### src/design/rpn_stack_evaluator_assert.svh
// assertion macros for the rpn stack evaluator
`ifndef RPN_STACK_EVALUATOR_ASSERT_SVH
`define RPN_STACK_EVALUATOR_ASSERT_SVH
`ifndef SYNTH
`define RPN_ASSERT(lbl, clk, rst_n, prop) \
    lbl: assert property (@(posedge clk) disable iff (!rst_n) prop) \
        else $error("rpn assertion failed");
`define RPN_ASSERT_NR(lbl, clk, prop) \
    lbl: assert property (@(posedge clk) prop) \
        else $error("rpn assertion failed");
`else
`define RPN_ASSERT(lbl, clk, rst_n, prop)
`define RPN_ASSERT_NR(lbl, clk, prop)
`endif
`endif

### src/design/rpn_pkg.sv
`default_nettype none
package rpn_pkg;
    localparam int STACK_DEPTH_DEF = 128;

    localparam logic [2:0] CMD_PUSH  = 3'd0;
    localparam logic [2:0] CMD_ADD   = 3'd1;
    localparam logic [2:0] CMD_SUB   = 3'd2;
    localparam logic [2:0] CMD_MUL   = 3'd3;
    localparam logic [2:0] CMD_DIV   = 3'd4;
    localparam logic [2:0] CMD_MOD   = 3'd5;
    localparam logic [2:0] CMD_PRINT = 3'd6;

    localparam logic [63:0] SIGN_VAL = 64'h8000_0000_0000_0000;
    localparam logic [63:0] MAX_POS  = 64'h7FFF_FFFF_FFFF_FFFF;

    typedef struct packed {
        logic [2:0]         command;
        logic signed [63:0] operand;
    } t_in;

    typedef struct packed {
        logic               printed;
        logic signed [63:0] top_result;
        logic [1:0]         empty_pops;
        logic               stack_full;
        logic               zero_divisor;
        logic               saturated;
        logic [7:0]         depth;
    } t_out;

    typedef struct packed {
        logic       start;
        logic [2:0] op;
    } t_alu_ctl;

    typedef struct packed {
        logic done;
        logic sat;
    } t_alu_sts;
endpackage
`default_nettype wire

### src/design/rpn_alu.sv
`default_nettype none
module rpn_alu (
    input  wire                 i_clk,
    input  wire                 i_rst_n,
    input  rpn_pkg::t_alu_ctl   i_ctl,
    input  wire [63:0]          i_a,
    input  wire [63:0]          i_b,
    output rpn_pkg::t_alu_sts   o_sts,
    output logic [63:0]         o_result
);
    localparam logic [1:0] A_IDLE = 2'd0;
    localparam logic [1:0] A_MUL  = 2'd1;
    localparam logic [1:0] A_DIV  = 2'd2;
    localparam logic [1:0] A_SIGN = 2'd3;

    logic [1:0]   r_st;
    logic [2:0]   r_op;
    logic [63:0]  r_a, r_b, r_ua, r_ub, r_d;
    logic         r_neg;
    logic [127:0] r_acc;
    logic [6:0]   r_cnt;
    logic [63:0]  r_rem, r_q;
    logic [95:0]  r_num;
    logic         r_over;
    logic [63:0]  r_res;
    logic         r_sat, r_done;

    logic [63:0]  w_ua, w_ub;
    logic [31:0]  w_x, w_y;
    logic [63:0]  w_pp;
    logic [127:0] w_pp_sh;
    logic [64:0]  w_t, w_diff;
    logic         w_ge;
    logic [63:0]  w_mag, w_limit, w_sum, w_dif, w_rem;
    logic         w_ov, w_sat;
    logic [63:0]  w_res;

    assign w_ua = i_a[63] ? (64'd0 - i_a) : i_a;
    assign w_ub = i_b[63] ? (64'd0 - i_b) : i_b;

    // partial products of the magnitudes, one per cycle
    assign w_x  = r_cnt[1] ? r_ua[63:32] : r_ua[31:0];
    assign w_y  = r_cnt[0] ? r_ub[63:32] : r_ub[31:0];
    assign w_pp = 64'(w_x) * 64'(w_y);
    always_comb begin
        w_pp_sh = {64'd0, w_pp};
        if (r_cnt[1] && r_cnt[0]) begin
            w_pp_sh = {w_pp, 64'd0};
        end else if (r_cnt[1] || r_cnt[0]) begin
            w_pp_sh = {32'd0, w_pp, 32'd0};
        end
    end

    // restoring divide step
    assign w_t    = {r_rem, r_num[95]};
    assign w_diff = w_t - {1'b0, r_d};
    assign w_ge   = (w_t >= {1'b0, r_d});

    assign w_sum = r_a + r_b;
    assign w_dif = r_a - r_b;
    assign w_rem = {r_rem[31:0], 32'd0};

    always_comb begin
        w_mag = r_q;
        w_ov  = r_over;
        if (r_op == rpn_pkg::CMD_MUL) begin
            w_mag = r_acc[95:32];
            w_ov  = |r_acc[127:96];
        end
        w_limit = r_neg ? rpn_pkg::SIGN_VAL : rpn_pkg::MAX_POS;
        w_sat   = 1'b0;
        w_res   = 64'd0;
        case (r_op)
            rpn_pkg::CMD_ADD: begin
                if (!(r_a[63] ^ r_b[63]) && (w_sum[63] ^ r_a[63])) begin
                    w_sat = 1'b1;
                    w_res = r_a[63] ? rpn_pkg::SIGN_VAL : rpn_pkg::MAX_POS;
                end else begin
                    w_res = w_sum;
                end
            end
            rpn_pkg::CMD_SUB: begin
                if ((r_a[63] ^ r_b[63]) && (w_dif[63] ^ r_a[63])) begin
                    w_sat = 1'b1;
                    w_res = r_a[63] ? rpn_pkg::SIGN_VAL : rpn_pkg::MAX_POS;
                end else begin
                    w_res = w_dif;
                end
            end
            rpn_pkg::CMD_MOD: begin
                w_res = r_a[63] ? (64'd0 - w_rem) : w_rem;
            end
            default: begin
                if (w_ov || (w_mag > w_limit)) begin
                    w_sat = 1'b1;
                    w_res = w_limit;
                end else begin
                    w_res = r_neg ? (64'd0 - w_mag) : w_mag;
                end
            end
        endcase
    end

    always_ff @(posedge i_clk) begin
        if (!i_rst_n) begin
            r_st   <= A_IDLE;
            r_done <= 1'b0;
        end else begin
            r_done <= 1'b0;
            case (r_st)
                A_IDLE: begin
                    if (i_ctl.start) begin
                        if (i_ctl.op == rpn_pkg::CMD_MUL) begin
                            r_st <= A_MUL;
                        end else if (i_ctl.op == rpn_pkg::CMD_DIV ||
                                     i_ctl.op == rpn_pkg::CMD_MOD) begin
                            r_st <= A_DIV;
                        end else begin
                            r_st <= A_SIGN;
                        end
                    end
                end
                A_MUL: begin
                    if (r_cnt[1:0] == 2'd3) begin
                        r_st <= A_SIGN;
                    end
                end
                A_DIV: begin
                    if (r_cnt == 7'd0) begin
                        r_st <= A_SIGN;
                    end
                end
                A_SIGN: begin
                    r_done <= 1'b1;
                    r_st   <= A_IDLE;
                end
                default: r_st <= A_IDLE;
            endcase
        end
    end

    always_ff @(posedge i_clk) begin
        case (r_st)
            A_IDLE: begin
                if (i_ctl.start) begin
                    r_op   <= i_ctl.op;
                    r_a    <= i_a;
                    r_b    <= i_b;
                    r_ua   <= w_ua;
                    r_ub   <= w_ub;
                    r_neg  <= i_a[63] ^ i_b[63];
                    r_acc  <= 128'd0;
                    r_rem  <= 64'd0;
                    r_q    <= 64'd0;
                    r_over <= 1'b0;
                    if (i_ctl.op == rpn_pkg::CMD_MOD) begin
                        r_num <= {w_ua[63:32], 64'd0};
                        r_d   <= {32'd0, w_ub[63:32]};
                        r_cnt <= 7'd31;
                    end else if (i_ctl.op == rpn_pkg::CMD_DIV) begin
                        r_num <= {w_ua, 32'd0};
                        r_d   <= w_ub;
                        r_cnt <= 7'd95;
                    end else begin
                        r_num <= 96'd0;
                        r_d   <= w_ub;
                        r_cnt <= 7'd0;
                    end
                end
            end
            A_MUL: begin
                r_acc <= r_acc + w_pp_sh;
                r_cnt <= r_cnt + 7'd1;
            end
            A_DIV: begin
                r_rem  <= w_ge ? w_diff[63:0] : w_t[63:0];
                r_over <= r_over | r_q[63];
                r_q    <= {r_q[62:0], w_ge};
                r_num  <= {r_num[94:0], 1'b0};
                r_cnt  <= r_cnt - 7'd1;
            end
            A_SIGN: begin
                r_res <= w_res;
                r_sat <= w_sat;
            end
            default: ;
        endcase
    end

    assign o_sts.done = r_done;
    assign o_sts.sat  = r_sat;
    assign o_result   = r_res;
endmodule
`default_nettype wire

### config.mk
export PLATFORM = sky130hd
export DESIGN_NAME = rpn_alu
export DESIGN_NICKNAME = d
export VERILOG_FILES = /design/src/design/rpn_stack_evaluator_assert.svh /design/src/design/rpn_pkg.sv /design/src/design/rpn_alu.sv
export SDC_FILE = /design/constraint.sdc
export NUM_CORES = 2
export LEC_CHECK = 0
export ABC_AREA = 1
export ABC_CLOCK_PERIOD_IN_PS = 36700
export BUFFER_PORTS_ARGS = -buffer_cell sky130_fd_sc_hd__buf_4
export CAP_MARGIN = 20
export CELL_PAD_IN_SITES_DETAIL_PLACEMENT = 2
export CELL_PAD_IN_SITES_GLOBAL_PLACEMENT = 2
export CORE_ASPECT_RATIO = 2
export CORE_MARGIN = 2
export CORE_UTILIZATION = 41
export CTS_BUF_LIST = sky130_fd_sc_hd__clkbuf_4 sky130_fd_sc_hd__clkbuf_8
export CTS_CLUSTER_DIAMETER = 80
export DETAILED_ROUTE_END_ITERATION = 10
export GPL_TIMING_DRIVEN = 0
export HOLD_SLACK_MARGIN = 0.02
export PLACE_DENSITY_LB_ADDON = 0.1
export SYNTH_ARGS = -nofsm -noshare
export SYNTH_HDL_FRONTEND = slang
export SYNTH_SLANG_ARGS = --single-unit
### constraint.sdc
create_clock -name i_clk -period 36.7 [get_ports i_clk]
set_clock_uncertainty 0.05 [all_clocks]
set_input_delay 0 -clock i_clk [delete_from_list [all_inputs] [get_ports i_clk]]
set_output_delay 0 -clock i_clk [all_outputs]
set_load 0.005 [all_outputs]
==> results of run 1 <==
[logic make-up after synthesis]
family / Yosys count
AND/OR/NAND/NOR: 6814
buffers and inverters: 3086
AO/OA/AOI/OAI: 1846
adder cells (fa/ha/maj): 1561
flip-flops: 718
XOR/XNOR: 255
[Yosys cell counts, drive strengths merged, types with 66 or more instances]
cell type / instances
a21oi: 804
buf: 119
clkbuf: 276
edfxtp: 715
fa: 902
ha: 659
inv: 2654
nand2: 3669
nand3: 514
nand4: 110
nor2: 2183
nor3: 115
nor4: 66
o21ai: 758
o21bai: 71
or2: 79
xnor2: 66
xor2: 189
[what timing repair did]
action                     4_1_cts
hold endpoints to repair       433
setup endpoints to repair        0
hold buffers                   281
[per-stage QoR]
stage,utilization,area (µm²),instances
after floorplan,-,99400,14300
after global placement,0.435,105000,17700
after detailed placement,0.439,106000,17700
after CTS,0.461,111000,18200
[routing by layer]
layer	overflow	track usage
met1	149	0.828
met2	9289	1.15
met3	154	0.713
met4	2674	0.994
met5	16	0.392
==> run_results.csv, run 1 <==
group,metric,value,unit
run_status,status,"aborted with a tool error",
run_status,stop_stage,"5_1_grt",
run_status,stop_error,"[ERROR GRT-0116] Global routing finished with congestion. Check the congestion regions in the DRC Viewer.",
placed_design,routabilityCongestion,1.16,
clock_tree,cts_resized,0,
synth,synth_xor_area_frac,0.0225,
synth,synth-edff-count,715,
placed_design,dp_slack,20.94,ns
clock_tree,htreeDepth,3,
grt,grt_pass1_vias,179000,
synth,avgSynthCellArea,6.96,µm²
floorplanning,ios,200,
synth,synth_top_family_by_area,"simple AND/OR/NAND/NOR gates",
clock_tree,cts_buffer_depth,3,
synth,synth_area,99400,µm²
grt,gr-total-overflow,12300,
placed_design,dp_hpwl,597000,µm
grt,grt_pass1_wl,1690000,µm
synth,muxShareOfSynthArea,0,
grt,track_usage,0.904,
synth,synth_cells,14300,
clock_tree,cts_buffers,118,
floorplanning,die_width,352,µm
floorplanning,die_h,700,µm
synth,yosysSeqAreaShare,0.217,
clock_tree,cts_setup_buffers,0,
floorplanning,std_cell_rows,255,
synth,synth_flop_cell,"edfxtp_1",
grt,grt_max_degree,135,
synth,synth_compound_area_frac,0.100,
synth,async_flop_share,0,
placed_design,port-buffer-count,199,
synth,synth_seq_cells,718,
clock_tree,root_buffer,"clkbuf_8",
synth,netlist.top_cell.by_area,"edfxtp_1",
synth,syn_nets,16000,
floorplanning,initial_core_util,0.412,
synth,synthAdderAreaFrac,0.265,
synth,netlist.area_leader.share,0.216,
synth,ys_types,62,
clock_tree,clock_sinks,718,
synth,yosysWarnings,0,
synth,ys_top_cells_by_area,"edfxtp_1 22%, fa_1 18%, nand2_1 14%",
synth,yosys.area_share.simple,0.276,
==> run 2, diff against run 1 <==
Settings changed: CELL_PAD_IN_SITES_DETAIL_PLACEMENT 2 to default, CELL_PAD_IN_SITES_GLOBAL_PLACEMENT 2 to default, CORE_ASPECT_RATIO 2 to default, CORE_UTILIZATION 41 to 35, CTS_BUF_LIST sky130_fd_sc_hd__clkbuf_4 sky130_fd_sc_hd__clkbuf_8 to default, CTS_CLUSTER_DIAMETER 80 to default, HOLD_SLACK_MARGIN 0.02 to default, PLACE_DENSITY_LB_ADDON 0.1 to 0.15.
==> run_results.csv, run 2 <==
group,metric,value,unit
run_status,status,"complete, no violations",
grt,track_usage,0.320,
finish,largest_reg_flops,128,
synth,ys_types,62,
clock_tree,root_buffer,"clkbuf_16",
finish,nets,16500,
timing,setup_violations,0,
timing,worstMarginPinSlew,1.24,ns
timing,setup_slack,22.47,ns
worst_setup_path,crit_type,"reg2reg",
timing,whs,0.0484,ns
clock_tree,htreeDepth,3,
synth,synth.most_common_cell,"nand2_1",
timing,slew-limit-headroom,0.164,
grt,antenna_found_initial,38,
worst_setup_path,r2r_start,"r_cnt[1]",
synth,ys_top_cells_by_area,"edfxtp_1 22%, fa_1 18%, nand2_1 14%",
synth,synth_flop_cell,"edfxtp_1",
finish,top_register,"r_acc",
worst_setup_path,r2r_end,"r_acc[73]",
finish,drive_above_1_share,0.0450,
grt,grt_pass1_wl,666000,µm
placed_design,dp_slack,22.69,ns
clock_tree,cts_tree,"yes",
route,detail_route.iter0.violations,11500,
floorplanning,initial_core_util,0.352,
synth,synth_seq_cells,718,
synth,async_flop_share,0,
timing,tns,0,ns
floorplanning,dieArea,288000,µm²
grt,grt_pass1_vias,94400,
route,first_pass_iters,6,
placed_design,routabilityCongestion,1.05,
synth,netlist.area_leader.share,0.216,
floorplanning,core-area,282000,µm²
worst_setup_path,reg2reg_depth,45,
finish,final_common_cell,"nand2_1",
finish,final_cell_count_no_fill,18600,
timing,post-route-min-period,14.23,ns
placed_design,dp.cells,18300,
grt,gr-total-overflow,0,
placed_design,dp_hpwl,400000,µm
clock_tree,cts_buffer_depth,3,
worst_setup_path,cp.required,37.14,ns
synth,synthTopCellsByCount,"3650 x nand2_1, 2646 x inv_1, 2157 x nor2_1",
synth,yosysSeqAreaShare,0.217,
finish,area_growth,12.2,%
timing,final_hold_viol_count,0,
synth,syn_nets,16000,
worst_hold_path,hp-class,"in2reg",
clock_tree,cts_setup_buffers,0,
timing,rsz0062_at_grt,"false",
worst_hold_path,min_to,"r_a[52]",
worst_hold_path,min_delay_path_depth,2,
worst_hold_path,min_from,"i_a[52]",
synth,synth_area,99400,µm²
route,vias,99600,
timing,maxSlewViolCount,0,
timing,fmax,70.3,MHz
route,drtAntennaViolNets,0,
floorplanning,std_cell_rows,195,
synth,synth_cells,14300,
finish,mostFrequentLayoutCells,"3650 x nand2_1, 2645 x inv_1, 2157 x nor2_1",
floorplanning,die_width,537,µm
synth,synth-edff-count,715,
worst_setup_path,cp.buffers_inverters,13,
worst_setup_path,arrival,14.67,ns
worst_setup_path,cp_slowest_stage_delay,0.94,ns
placed_design,port-buffer-count,199,
route,vias_per_cell,5.34,
synth,avgSynthCellArea,6.96,µm²
worst_setup_path,timing.critical_path.slowest_stage_cell,"xor2_1",
floorplanning,ios,200,
clock_tree,insertion_delay,0.77,ns
route,wirelength,470000,µm
clock_tree,clkSlewWorstSetupHoldPaths,0.07,ns
grt,grt_max_degree,114,
worst_setup_path,crit_family,"adder cells",
clock_tree,cts_buffers,87,
job,drv_cap,0,
worst_setup_path,cp-start-kind,"flop",
synth,yosysWarnings,0,
worst_setup_path,endpoint_kind,"flop",
synth,netlist.top_cell.by_area,"edfxtp_1",
clock_tree,clock_sinks,718,
route,drc,0,
timing,post-route-period-util,0.388,
worst_setup_path,rrSetupSlack,22.47,ns
floorplanning,die_h,537,µm
route,wl_per_cell,25.2,µm
worst_setup_path,cp_max_fo,10,
run 2: cell counts after synthesis:
No cell type changed its count.
run 2: kinds of logic (layout without fill, tap and decap cells):
| family | Yosys count | after routing | synth area share |
|---|---|---|---|
| AO/OA/AOI/OAI | 1846 | 1846 | 0.100 |
| XOR/XNOR | 255 | 255 | 0.0225 |
| adder cells (fa/ha/maj) | 1561 | 1561 | 0.265 |
| buffers and inverters | 3086 | 3702 | 0.119 |
| flip-flops | 718 | 718 | 0.217 |
| other | 0 | 3 | 0 |
| AND/OR/NAND/NOR | 6814 | 6814 | 0.276 |
run 2: worst max path at each step:
stage | slack [ns] | depth (start not counted) | start | to
2_1_floorplan | 21.32 | 4 | r_st[0] | r_num[32]
3_5_place_dp | 22.69 | 42 | r_cnt[1] | r_acc[73]
5_1_grt | 22.09 | 44 | r_cnt[1] | r_acc[117]
6_report | 22.47 | 45 | r_cnt[1] | r_acc[73]
3_3_place_gp | 12.59 | 4 | r_st[0] | r_rem[48]
4_1_cts | 22.64 | 39 | r_cnt[1] | r_acc[117]
run 2: metrics by stage:
step | area (µm²) | utilization
after floorplan | 99400 | -
after global placement | 106000 | 0.374
after detailed placement | 107000 | 0.377
after CTS | 111000 | 0.395
after global routing | 111000 | 0.395
final | 111000 | 0.395
run 2: final cells by class:
cell class              instances  area, µm²
inverters                    2691      10100
clock buffers                  98       2220
multi-input cells           10500      66100
fillers                     30600     171000
clock inverters                64        772
plain buffers                 395       1740
well taps                    3743       4680
repair buffers                454       4370
diodes                          3       7.51
flip-flops and latches        718      21500
run 2: worst register-to-register path: cells and delay by family, from the launching register on:
family	cells	cell delay [ns]
buffers and inverters	13	3.02
adder cells (fa/ha/maj)	10	5.37
flip-flops	1	0.34
AO/OA/AOI/OAI	7	2.29
XOR/XNOR	1	0.94
AND/OR/NAND/NOR	14	2.05
run 2: routing by layer:
metal / track usage / part of all wire / vias up / routed length, µm
li1: - / - / 45500 / -
met1: 0.453 / 0.43 / 48400 / 204000
met2: 0.476 / 0.42 / 4710 / 198000
met3: 0.0642 / 0.099 / 846 / 46300
met4: 0.126 / 0.047 / 26 / 22000
met5: 0 / 0.00040 / - / 186
run 2: timing repair:
action                     4_1_cts  5_1_grt
resized for setup                0        0
setup endpoints to repair        0        0
hold buffers                   188        0
hold endpoints to repair       384        0
Power of run 2 is left out: the tool's default activity adds up to more than one toggle a clock period on the data nets, which glitch-free logic cannot reach.
